--- src/hw/rtl/hashwh_pkg.sv ---
package hashwh_pkg;

  // Request operation codes.
  localparam logic FUNC_ADD  = 1'b0;
  localparam logic FUNC_TICK = 1'b1;

  // Result kind codes.
  localparam logic [1:0] KIND_ADD_OK   = 2'd0;
  localparam logic [1:0] KIND_ADD_FULL = 2'd1;
  localparam logic [1:0] KIND_EXPIRED  = 2'd2;
  localparam logic [1:0] KIND_IDLE     = 2'd3;

  // A tick stops its walk after this many expiries.
  localparam int MAX_RESULTS = 32;

  localparam int DELAY_W  = 16;
  localparam int HANDLE_W = 8;

  typedef struct packed {
    logic                func;
    logic [DELAY_W-1:0]  delay;
    logic [HANDLE_W-1:0] handle;
  } req_t;

  typedef struct packed {
    logic [1:0]          kind;
    logic [HANDLE_W-1:0] expired_handle;
    logic                last;
  } rsp_t;

endpackage

--- src/hw/rtl/hashed_timer_wheel_top.sv ---
// Hashed timing wheel with a fixed pool of POOL_ENTRIES timers.
// Request channel (req_valid/req_ready/req): func selects an add of a timer
// (delay, handle) or one tick of time. Response channel (rsp_valid/rsp_ready/
// rsp): kind, expired_handle and last; last marks the final response of a
// request.
// One request is worked on at a time; req_ready is high only while idle.
// An add answers with one response. On a wheel that is not a power of
// two, the delay is split by a two-stage reciprocal multiplier.
// A tick reads the slot head, then walks the slot list one entry per cycle
// through the entry memory, unless a stalled receiver holds it, and ends
// with the final response.
// Expiries come out in walk order; the last expiry is held back one step so
// that it can carry the last flag.
// After reset the slot-head memory is cleared one slot per cycle; req_ready
// stays low meanwhile.
// When the receiver stalls, the response register holds its item and the
// walk waits at the next response it must hand over.
module hashed_timer_wheel_top #(
  parameter int WHEEL_SLOTS  = 64,
  parameter int POOL_ENTRIES = 32
) (
  input  logic              clk,
  input  logic              rst,
  input  logic              req_valid,
  output logic              req_ready,
  input  hashwh_pkg::req_t  req,
  output logic              rsp_valid,
  input  logic              rsp_ready,
  output hashwh_pkg::rsp_t  rsp
);

  localparam int SLW = $clog2(WHEEL_SLOTS);
  localparam int EW  = (POOL_ENTRIES > 1) ? $clog2(POOL_ENTRIES) : 1;
  localparam int RW  = hashwh_pkg::DELAY_W - ($clog2(WHEEL_SLOTS + 1) - 1);
  localparam int HW  = hashwh_pkg::HANDLE_W;
  localparam int CW  = $clog2(POOL_ENTRIES + 1);
  localparam int NW  = $clog2(hashwh_pkg::MAX_RESULTS + 1);
  // Slot word: {valid, head}. Entry word: {next valid, next, rotations, handle}.
  localparam int SWD = 1 + EW;
  localparam int EWD = 1 + EW + RW + HW;

  typedef enum logic [7:0] {
    S_CLEAR = 8'b0000_0001,
    S_IDLE  = 8'b0000_0010,
    S_DIV   = 8'b0000_0100,
    S_AWR   = 8'b0000_1000,
    S_FULL  = 8'b0001_0000,
    S_THEAD = 8'b0010_0000,
    S_WALK  = 8'b0100_0000,
    S_TEND  = 8'b1000_0000
  } state_t;

  state_t state;

  // Memories and their ports.
  logic [SWD-1:0] slot_mem [WHEEL_SLOTS];
  logic [EWD-1:0] ent_mem  [POOL_ENTRIES];

  logic           slot_we, slot_re;
  logic [SLW-1:0] slot_waddr, slot_raddr;
  logic [SWD-1:0] slot_wdata, slot_q;
  logic           ent_we, ent_re;
  logic [EW-1:0]  ent_waddr, ent_raddr;
  logic [EWD-1:0] ent_wdata, ent_q;

  // Control registers.
  logic [SLW-1:0]          cur;
  logic [SLW-1:0]          clr_cnt;
  logic [POOL_ENTRIES-1:0] free_map;
  logic [EW-1:0]           add_idx;
  logic [HW-1:0]           add_hnd;
  logic [SLW-1:0]          add_pos;
  logic [RW-1:0]           add_rot;
  logic [EW-1:0]           idx;
  logic [EW-1:0]           prev_idx;
  logic [RW+HW-1:0]        prev_body;
  logic                    have_prev;
  logic [CW-1:0]           steps;
  logic [NW-1:0]           n;
  logic                    pend_v;
  logic [HW-1:0]           pend_h;

  // Divider and output stage wiring.
  logic             div_start, div_done;
  logic [RW-1:0]    div_quot;
  logic [SLW-1:0]   div_rem;
  logic             push, out_free;
  hashwh_pkg::rsp_t push_data;

  logic            accept;
  logic            found;
  logic [EW-1:0]   free_idx;
  logic [SLW:0]    pos_sum;
  logic [SLW-1:0]  pos_calc;
  logic            slot_v;
  logic [EW-1:0]   slot_head;
  logic            ent_nv;
  logic [EW-1:0]   ent_nx;
  logic [RW-1:0]   ent_rot;
  logic [HW-1:0]   ent_hnd;
  logic            walk_exp, walk_stall, walk_more;
  logic [CW-1:0]   steps_inc;
  logic [NW-1:0]   n_inc;
  logic [SLW-1:0]  cur_inc;

  assign req_ready = (state == S_IDLE);
  assign accept    = req_valid && req_ready;

  // Lowest free pool entry.
  always_comb begin
    free_idx = '0;
    for (int i = POOL_ENTRIES - 1; i >= 0; i--) begin
      if (free_map[i]) begin
        free_idx = EW'(i);
      end
    end
  end
  assign found = |free_map;

  // Target slot of an add: (delay mod slots + current) mod slots.
  assign pos_sum  = {1'b0, div_rem} + {1'b0, cur};
  assign pos_calc = (pos_sum >= (SLW+1)'(WHEEL_SLOTS)) ?
                    SLW'(pos_sum - (SLW+1)'(WHEEL_SLOTS)) : SLW'(pos_sum);

  assign cur_inc = (cur == SLW'(WHEEL_SLOTS - 1)) ? '0 : cur + 1'b1;

  // Fields of the memory read words.
  assign slot_v    = slot_q[SWD-1];
  assign slot_head = slot_q[EW-1:0];
  assign ent_nv    = ent_q[EWD-1];
  assign ent_nx    = ent_q[EWD-2 -: EW];
  assign ent_rot   = ent_q[HW +: RW];
  assign ent_hnd   = ent_q[HW-1:0];

  // Walk decisions for the entry now on the read port.
  assign walk_exp   = (ent_rot == '0);
  assign walk_stall = walk_exp && pend_v && !out_free;
  assign steps_inc  = steps + 1'b1;
  assign n_inc      = walk_exp ? n + 1'b1 : n;
  assign walk_more  = ent_nv && (steps_inc < CW'(POOL_ENTRIES)) &&
                      (n_inc < NW'(hashwh_pkg::MAX_RESULTS));

  // Memory port control and response pushes.
  always_comb begin
    slot_we    = 1'b0;
    slot_waddr = cur;
    slot_wdata = '0;
    slot_re    = 1'b0;
    slot_raddr = cur;
    ent_we     = 1'b0;
    ent_waddr  = idx;
    ent_wdata  = '0;
    ent_re     = 1'b0;
    ent_raddr  = ent_nx;
    div_start  = 1'b0;
    push       = 1'b0;
    push_data  = '0;
    case (state)
      S_CLEAR: begin
        slot_we    = 1'b1;
        slot_waddr = clr_cnt;
      end
      S_IDLE: begin
        if (accept) begin
          if (req.func == hashwh_pkg::FUNC_TICK) begin
            slot_re = 1'b1;
          end else if (found) begin
            div_start = 1'b1;
          end
        end
      end
      S_DIV: begin
        if (div_done) begin
          slot_re    = 1'b1;
          slot_raddr = pos_calc;
        end
      end
      S_AWR: begin
        if (out_free) begin
          ent_we         = 1'b1;
          ent_waddr      = add_idx;
          ent_wdata      = {slot_v, slot_head, add_rot, add_hnd};
          slot_we        = 1'b1;
          slot_waddr     = add_pos;
          slot_wdata     = {1'b1, add_idx};
          push           = 1'b1;
          push_data.kind = hashwh_pkg::KIND_ADD_OK;
          push_data.last = 1'b1;
        end
      end
      S_FULL: begin
        if (out_free) begin
          push           = 1'b1;
          push_data.kind = hashwh_pkg::KIND_ADD_FULL;
          push_data.last = 1'b1;
        end
      end
      S_THEAD: begin
        if (slot_v) begin
          ent_re    = 1'b1;
          ent_raddr = slot_head;
        end
      end
      S_WALK: begin
        if (!walk_stall) begin
          if (!walk_exp) begin
            // Entry survives this turn: count down one rotation.
            ent_we    = 1'b1;
            ent_waddr = idx;
            ent_wdata = {ent_nv, ent_nx, ent_rot - 1'b1, ent_hnd};
          end else begin
            // Entry expires: hand over the held expiry and unlink this one.
            if (pend_v) begin
              push                     = 1'b1;
              push_data.kind           = hashwh_pkg::KIND_EXPIRED;
              push_data.expired_handle = pend_h;
            end
            if (have_prev) begin
              ent_we    = 1'b1;
              ent_waddr = prev_idx;
              ent_wdata = {ent_nv, ent_nx, prev_body};
            end else begin
              slot_we    = 1'b1;
              slot_wdata = {ent_nv, ent_nx};
            end
          end
          ent_re = walk_more;
        end
      end
      S_TEND: begin
        if (out_free) begin
          push           = 1'b1;
          push_data.last = 1'b1;
          if (pend_v) begin
            push_data.kind           = hashwh_pkg::KIND_EXPIRED;
            push_data.expired_handle = pend_h;
          end else begin
            push_data.kind = hashwh_pkg::KIND_IDLE;
          end
        end
      end
      default: begin
      end
    endcase
  end

  // State and control registers.
  always_ff @(posedge clk) begin
    if (rst) begin
      state    <= S_CLEAR;
      clr_cnt  <= '0;
      cur      <= '0;
      free_map <= '1;
      pend_v   <= 1'b0;
    end else begin
      case (state)
        S_CLEAR: begin
          clr_cnt <= clr_cnt + 1'b1;
          if (clr_cnt == SLW'(WHEEL_SLOTS - 1)) begin
            state <= S_IDLE;
          end
        end
        S_IDLE: begin
          if (accept) begin
            if (req.func == hashwh_pkg::FUNC_TICK) begin
              state <= S_THEAD;
            end else if (found) begin
              state <= S_DIV;
            end else begin
              state <= S_FULL;
            end
          end
        end
        S_DIV: begin
          if (div_done) begin
            state <= S_AWR;
          end
        end
        S_AWR: begin
          if (out_free) begin
            free_map[add_idx] <= 1'b0;
            state             <= S_IDLE;
          end
        end
        S_FULL: begin
          if (out_free) begin
            state <= S_IDLE;
          end
        end
        S_THEAD: begin
          state <= slot_v ? S_WALK : S_TEND;
        end
        S_WALK: begin
          if (!walk_stall) begin
            if (walk_exp) begin
              free_map[idx] <= 1'b1;
              pend_v        <= 1'b1;
            end
            if (!walk_more) begin
              state <= S_TEND;
            end
          end
        end
        S_TEND: begin
          if (out_free) begin
            pend_v <= 1'b0;
            cur    <= cur_inc;
            state  <= S_IDLE;
          end
        end
        default: begin
          state <= S_IDLE;
        end
      endcase
    end
  end

  // Per-request working registers.
  always_ff @(posedge clk) begin
    case (state)
      S_IDLE: begin
        add_idx   <= free_idx;
        add_hnd   <= req.handle;
        steps     <= '0;
        n         <= '0;
        have_prev <= 1'b0;
      end
      S_DIV: begin
        add_pos <= pos_calc;
        add_rot <= div_quot;
      end
      S_THEAD: begin
        idx <= slot_head;
      end
      S_WALK: begin
        if (!walk_stall) begin
          steps <= steps_inc;
          n     <= n_inc;
          idx   <= ent_nx;
          if (!walk_exp) begin
            have_prev <= 1'b1;
            prev_idx  <= idx;
            prev_body <= {ent_rot - 1'b1, ent_hnd};
          end else begin
            pend_h <= ent_hnd;
          end
        end
      end
      default: begin
      end
    endcase
  end

  // Slot-head memory: one write and one registered read port.
  always_ff @(posedge clk) begin
    if (slot_we) begin
      slot_mem[slot_waddr] <= slot_wdata;
    end
    if (slot_re) begin
      slot_q <= slot_mem[slot_raddr];
    end
  end

  // Entry memory: one write and one registered read port.
  always_ff @(posedge clk) begin
    if (ent_we) begin
      ent_mem[ent_waddr] <= ent_wdata;
    end
    if (ent_re) begin
      ent_q <= ent_mem[ent_raddr];
    end
  end

  hashwh_div #(
    .WHEEL_SLOTS(WHEEL_SLOTS),
    .SLW        (SLW),
    .RW         (RW)
  ) u_div (
    .clk     (clk),
    .rst     (rst),
    .start   (div_start),
    .dividend(req.delay),
    .done    (div_done),
    .quot    (div_quot),
    .rem     (div_rem)
  );

  hashwh_out u_out (
    .clk      (clk),
    .rst      (rst),
    .push     (push),
    .push_data(push_data),
    .free     (out_free),
    .rsp_valid(rsp_valid),
    .rsp_ready(rsp_ready),
    .rsp      (rsp)
  );

endmodule

--- src/hw/rtl/hashwh_div.sv ---
module hashwh_div #(
  parameter int WHEEL_SLOTS = 64,
  parameter int SLW         = 6,
  parameter int RW          = 10
) (
  input  logic                            clk,
  input  logic                            rst,
  input  logic                            start,
  input  logic [hashwh_pkg::DELAY_W-1:0]  dividend,
  output logic                            done,
  output logic [RW-1:0]                   quot,
  output logic [SLW-1:0]                  rem
);

  localparam int DW = hashwh_pkg::DELAY_W;

  generate
    if ((1 << SLW) == WHEEL_SLOTS) begin : g_pow2
      // Power-of-two wheel: quotient and remainder are plain bit fields.
      always_ff @(posedge clk) begin
        if (rst) begin
          done <= 1'b0;
        end else begin
          done <= start;
        end
        if (start) begin
          quot <= dividend[DW-1:SLW];
          rem  <= dividend[SLW-1:0];
        end
      end
    end else begin : g_recip
      // Other wheel sizes: multiply by a scaled reciprocal of the slot count,
      // then get the remainder back from the quotient. The scale is chosen so
      // that the quotient is exact for every dividend of the field's width.
      localparam int SH = DW + SLW;
      localparam int MW = DW + 2;
      localparam int PW = DW + MW;
      localparam int QW = PW - SH;
      localparam longint unsigned MULT = ((64'd1 << SH) / WHEEL_SLOTS) + 1;

      logic          stage;
      logic [DW-1:0] dvd;
      logic [PW-1:0] prod;
      logic [QW-1:0] q;
      logic [PW-1:0] back;

      assign q    = prod[PW-1:SH];
      assign back = PW'(q) * PW'(WHEEL_SLOTS);

      // The product is registered first; quotient and remainder are then registered from it.
      always_ff @(posedge clk) begin
        if (rst) begin
          stage <= 1'b0;
          done  <= 1'b0;
        end else begin
          stage <= start;
          done  <= stage;
        end
        if (start) begin
          dvd  <= dividend;
          prod <= PW'(dividend) * PW'(MULT);
        end
        if (stage) begin
          quot <= q[RW-1:0];
          rem  <= SLW'(dvd - back[DW-1:0]);
        end
      end
    end
  endgenerate

endmodule

--- src/hw/rtl/hashwh_out.sv ---
module hashwh_out (
  input  logic              clk,
  input  logic              rst,
  input  logic              push,
  input  hashwh_pkg::rsp_t  push_data,
  output logic              free,
  output logic              rsp_valid,
  input  logic              rsp_ready,
  output hashwh_pkg::rsp_t  rsp
);

  // The register can take a new result when empty or being drained this cycle.
  assign free = !rsp_valid || rsp_ready;

  always_ff @(posedge clk) begin
    if (rst) begin
      rsp_valid <= 1'b0;
    end else if (push) begin
      rsp_valid <= 1'b1;
    end else if (rsp_ready) begin
      rsp_valid <= 1'b0;
    end
    if (push) begin
      rsp <= push_data;
    end
  end

endmodule

--- config.mk ---
export PLATFORM = sky130hd
export DESIGN_NAME = hashed_timer_wheel_top
export DESIGN_NICKNAME = d
export VERILOG_FILES = /design/src/hw/rtl/hashwh_pkg.sv /design/src/hw/rtl/hashed_timer_wheel_top.sv /design/src/hw/rtl/hashwh_div.sv /design/src/hw/rtl/hashwh_out.sv
export SDC_FILE = /design/constraint.sdc
export NUM_CORES = 2
export LEC_CHECK = 0
export BUFFER_PORTS_ARGS = -buffer_cell sky130_fd_sc_hd__buf_2
export CORE_MARGIN = 2
export CORE_UTILIZATION = 63
export CTS_BUF_LIST = sky130_fd_sc_hd__clkbuf_16
export DETAILED_ROUTE_END_ITERATION = 10
export PLACE_DENSITY = 0.79
export SLEW_MARGIN = 15
export SYNTH_ARGS = -nofsm -noshare
export SYNTH_HDL_FRONTEND = slang
export SYNTH_SLANG_ARGS = --single-unit
--- constraint.sdc ---
create_clock -name clk -period 4.9 [get_ports clk]
set_input_delay 0.245 -clock clk [delete_from_list [all_inputs] [get_ports clk]]
set_output_delay 0.245 -clock clk [all_outputs]
set_load 0.05 [all_outputs]
# == After elaboration in Yosys (flattened, before gate mapping) ==
# Memories as Yosys holds them, arrays and structs flattened. A register that Yosys moved wholly into a read port is not among the register bits.
# Cells that the tools add are included.
# totals
ram_bits,1152
wordCells,226
n_memories,2
reg_bits,160
# memory_table
name,words,word_bits,rd,rd_clocked_by_memory_dff,wr,line_no,source
ent_mem,32,24,1,1,1,hashed_timer_wheel_top.sv:57,logic [EWD-1:0] ent_mem [POOL_ENTRIES];
slot_mem,64,6,1,1,1,hashed_timer_wheel_top.sv:56,logic [SWD-1:0] slot_mem [WHEEL_SLOTS];
# op_classes
n_bitwise,5
n_addsub,7
eq_ne,20
n_mux,126
n_lt_le_gt_ge,7
reduce_logical,32
# op_table
cell,n
two-way mux 5 bit,24
two-way mux 24 bit,4
two-way mux 32 bit,3
two-way mux 6 bit,13
two-way mux 8 bit,8
case mux 32 bit (2 select lines),1
case mux 24 bit (2 select lines),1
case mux 6 bit (2 select lines),4
case mux 8 bit (6 select lines),1
two-way mux 1 bit,35
bitwise AND 32 bit,1
two-way mux 4 bit,8
inverter 32 bit,1
bitwise OR 32 bit,1
OR reduction 32 bit,1
two-way mux 10 bit,3
adder 6 x 1 -> 6 bit (second input constant),4
case mux 5 bit (2 select lines),2
case mux 8 bit (2 select lines),1
OR reduction 16 bit,1
!= test 2 bit (second input constant),7
case mux 1 bit (2 select lines),7
== test 6 bit (second input constant),2
less-than comparator 5 x 6 -> 1 bit (second input constant),2
other kinds (35),62

# == Logic depth before layout (Yosys ltp) ==
# logic_depth
word_depth,31
mapped_depth,14
depth_no_buf,10

# == Hierarchy ==
# A second synthesis with hierarchy kept.
# hier_totals
cells_unflattened,4037
area_unflattened_um2,53930.5
# modules_own_cells
module,area_each_um2,instances,cells_per_inst,seq_area_each_um2
hashed_timer_wheel_top,53039.6,1,4004,38897.3
hashwh_div,514.2,1,18,500.5
hashwh_out,376.6,1,15,350.3

# == Worst setup path before layout ==
# No wires, ideal clock.
# synth_path
kind,register to register
startpoint,reg state[7]
endpoint,"mem ent_mem[19][0] in the netlist's numbering, enable pin"
stages_incl_launch_ff,8
arrival_ps,3493
synth_period_minus_slack_ps,3898
slack_ps,1002
setup_time_ps,405
path_cell_list,dfxtp_1 -> or4_1 -> nor4_4 -> clkbuf_1 -> clkbuf_1 -> buf_1 -> o21ai_1 -> nor2_1
# synth_via
elab_chain_len,4
word_cells_on_any_way,6
# synth_rtl
item,line_no,source
"start, declared",hashed_timer_wheel_top.sv:53,state_t state;
"start signal, assigned",hashed_timer_wheel_top.sv:291,state <= slot_v ? S_WALK : S_TEND;
== test 8 x 7 -> 1 bit or == test 8 x 4 -> 1 bit (tied branches),hashed_timer_wheel_top.sv:158,case (state)
case mux 1 bit (2 select lines),hashed_timer_wheel_top.sv:158,
two-way mux 1 bit,hashed_timer_wheel_top.sv:366,if (ent_we) begin
two-way mux 1 bit (not written as such),hashed_timer_wheel_top.sv:367,ent_mem[ent_waddr] <= ent_wdata;
"end, declared",hashed_timer_wheel_top.sv:57,
# Parallel ways exist; a longest one is shown, timed or not.

# == Worst setup path after layout ==
# layout_path
startpoint,reg state[7]
endpoint,"mem ent_mem[18][1] in the netlist's numbering, enable pin"
# Same word-level chain as after synthesis.

==> qor.csv <==
stage;metric;value;unit
outcome;status;complete, no violations;
timing;Worst Slack Setup Final;286;ps
clocking;Post-CTS Setup Inserts;0;
timing;RSZ-0062 raised after global routing;no;
worst_setup_path;worst path required time;5340;ps
clocking;post-CTS sizing;0;
floorplanning;Initial Utilization;63.5;%
timing;final worst-path cycle share;94.2;%
finish;Layout Cells excl Fill;5378;
placement;hpwl dp;80600;µm
finish;most frequent cells in the layout;edfxtp_1 (1287), nand2_1 (937), nand3_1 (356);
drt;vias per inst;6.54;
hold_path;hold crit path type;primary input to register;
power_and_ir_drop;combinational fraction of design power;5.2;%
power_and_ir_drop;Int Power;18800;µW
drt;per-cell routed wire length;25.4;µm
synth;syn nets;4071;
synth;mean post-synth cell area;13.4;µm²
clocking;Num Clock Sinks;1342;
drt;vias post-DR;35164;
worst_setup_path;critical path's top delay family;simple AND/OR/NAND/NOR gates;
synth;Post-synth EDFFs;1287;
worst_setup_path;crit path max fanout;44;
timing;clock skew;32.4;ps
power_and_ir_drop;clock share of power;41.2;%
synth;Synth async-reset ratio;0;%
synth;Synth Register Bits;1342;
clocking;Skew-Pair Late Insertion Delay;750;ps
drt;Routed Antenna Nets;0;
finish;fraction of layout cells with a size suffix above 1;10.1;%
timing;Setup violations, final;0;
timing;crit path time final;4610;ps
drt;Post-Route WL;136000;µm
placement;IO Port Bufs;41;
clocking;CTS max path bufs;3;
grt;GRT Residual Overflow;0;
clocking;CTS tree;done;
floorplanning;IO Pins;42;
finish;Area Growth Syn to Fin;12.5;%
grt;largest net degree at the start of global routing;97;
clocking;Hold Buf Count CTS;29;
power_and_ir_drop;pwr/cell area;396;nW/µm²
timing;Slew HR;16.4;%
power_and_ir_drop;NetSw;5260;µW
placement;Placed Area;56200;µm²
worst_setup_path;WS Path Type;register to register;
floorplanning;Core Region;85000;µm²
power_and_ir_drop;Switching Share;21.9;%
worst_setup_path;critical path cell sequence;or4_1, nor4_4, buf_4, nor2_1, a221oi_1, nand3_1, nor2_4, buf_12;
worst_setup_path;Setup crit end kind;register;
finish;layout net count;4172;
worst_setup_path;delay of the slowest critical-path stage;800;ps
floorplanning;Die X;297;µm
drt;DR iter-0 viols;4916;
floorplanning;Die H;297;µm
job;maxcap violations;0;
power_and_ir_drop;Seq pwr share;53.6;%
timing;slew of the pin with the lowest slew margin;1240;ps
finish;most common cell after layout, fill and taps aside;edfxtp_1;
worst_setup_path;CP max stage cell;a221oi_1;
clocking;CTS Buf Count;133;
grt;global-route wire length before repair;205000;µm
timing;Slew Limit Fails;0;
synth;Cells after Synth;4031;
synth;register area share after synthesis;73.6;%
synth;ys flop type;edfxtp_1;
finish;filler cell count;5281;
grt;vias in the first global route;33549;
timing;Final Hold Viols;0;
timing;Fmax;217;MHz
grt;Total GRT Usage;30.8;%
floorplanning;placement row count;107;
clocking;CTS Root Buffer Type;clkbuf_16;
worst_setup_path;Setup crit start kind;register;
synth;Synthesis Warnings;0;
placement;Placed Instances;5112;
synth;Distinct cells, synth;82;
grt;initial antenna violation count;9;
worst_setup_path;Worst EP arrival;5060;ps
drt;Residual DRC;0;
timing;setup TNS;0;ps
worst_setup_path;Critical path buffers and inverters;2;
power_and_ir_drop;Leak Pwr;0.0206;µW
placement;routability congestion estimate;0.922;
floorplanning;die footprint;88100;µm²
clocking;# H-tree levels;4;
drt;drt first pass iters;8;
power_and_ir_drop;worst vdd ir;0.429;mV
finish;Design Area, Final;60800;µm²
synth;Post-Syn Area;54000;µm²
placement;pre-CTS setup slack;562;ps
clocking;Reg clk slew, reported paths;60;ps
## cells by family (layout without fill, tap and decap cells)
group / count (synthesis) / after routing / synth area share (%)
compound gates: 460 / 460 / 6.21
xor+xnor: 30 / 30 / 0.487
fa+ha+maj: 11 / 11 / 0.269
buf+inv: 262 / 462 / 2.08
flops: 1342 / 1342 / 73.6
mux: 129 / 129 / 2.42
other cells: 0 / 3 / 0
simple gates: 1797 / 1797 / 14.9
## sequential cells by signal (all words and copies together), names as in the netlist, 10 cells and up
signal      cells
prev_body      18
slot_mem      384
free_map       32
u_div.quot     10
ent_mem       768
add_rot        10
u_out.rsp      11
ent_q          24
## worst paths after layout
| check | startpoint | to | slack [ps] | cells after the start |
|---|---|---|---|---|
| max | state[7]$_SDFFE_PP0P_ | ent_mem[18][1]$_DFFE_PP_ | 290 | 8 |
| min | req[0] | add_hnd[0]$_DFFE_PP_ | 220 | 2 |
| max reg2reg | state[7]$_SDFFE_PP0P_ | ent_mem[18][1]$_DFFE_PP_ | 290 | 8 |
| min reg2reg | u_div.quot[0]$_DFFE_PP_ | add_rot[0]$_DFFE_PP_ | 430 | 0 |
## layout make-up
type                    instances  area (µm²)  share of cell area (%)
multi-input cells            2427       13500                    22.2
diodes                          3        7.51                  0.0124
well taps                    1144        1430                    2.36
flip-flops and latches       1342       39700                    65.4
clock inverters                98         842                    1.39
clock buffers                 136        3400                    5.60
inverters                      34         128                   0.210
repair buffers                194        1700                    2.80
## Yosys cell counts, drive strengths merged, types with 25 or more instances
master / n / area share (%)
clkbuf: 152 / 1.1
mux2i: 125 / 2.3
a21oi: 58 / 0.54
nor2: 205 / 1.5
buf: 76 / 0.79
a211oi: 38 / 0.55
a31oi: 31 / 0.36
nand3: 356 / 3.3
a32oi: 68 / 1.1
o21a: 25 / 0.35
inv: 34 / 0.24
dfxtp: 55 / 2.0
o211ai: 29 / 0.40
nand2: 940 / 6.5
edfxtp: 1287 / 72
o21ai: 83 / 0.77
nand4: 109 / 1.3
and3: 61 / 0.71
## through the flow
stage | hold slack (ps) | total power (µW) | utilization [%]
floorplan | 344 | 13800 | -
global placement | 401 | 14300 | 66.1
detailed placement | 407 | 14300 | 66.1
CTS | 186 | 24100 | 71.5
global route | 217 | 24600 | 71.5
finish | 218 | 24100 | 71.5
## per-layer routing
metal | vias up | part of all wire [%] | GRT usage [%]
met1 | 17126 | 37 | 42.3
met5 | - | 0.058 | 0
met4 | 12 | 3.7 | 12.4
li1 | 15321 | - | -
met3 | 357 | 11 | 6.45
met2 | 2348 | 48 | 48.7
## power by group through the flow
stage / registers, µW / clock network (µW) / logic, µW
2_1_floorplan: 13100 / 0 / 752
3_3_place_gp: 13100 / 0 / 1160
3_5_place_dp: 13100 / 0 / 1190
4_1_cts: 12900 / 9950 / 1210
5_1_grt: 12900 / 10400 / 1320
6_report: 12900 / 9930 / 1240
Note: power is estimated with default switching activity, not from simulation.
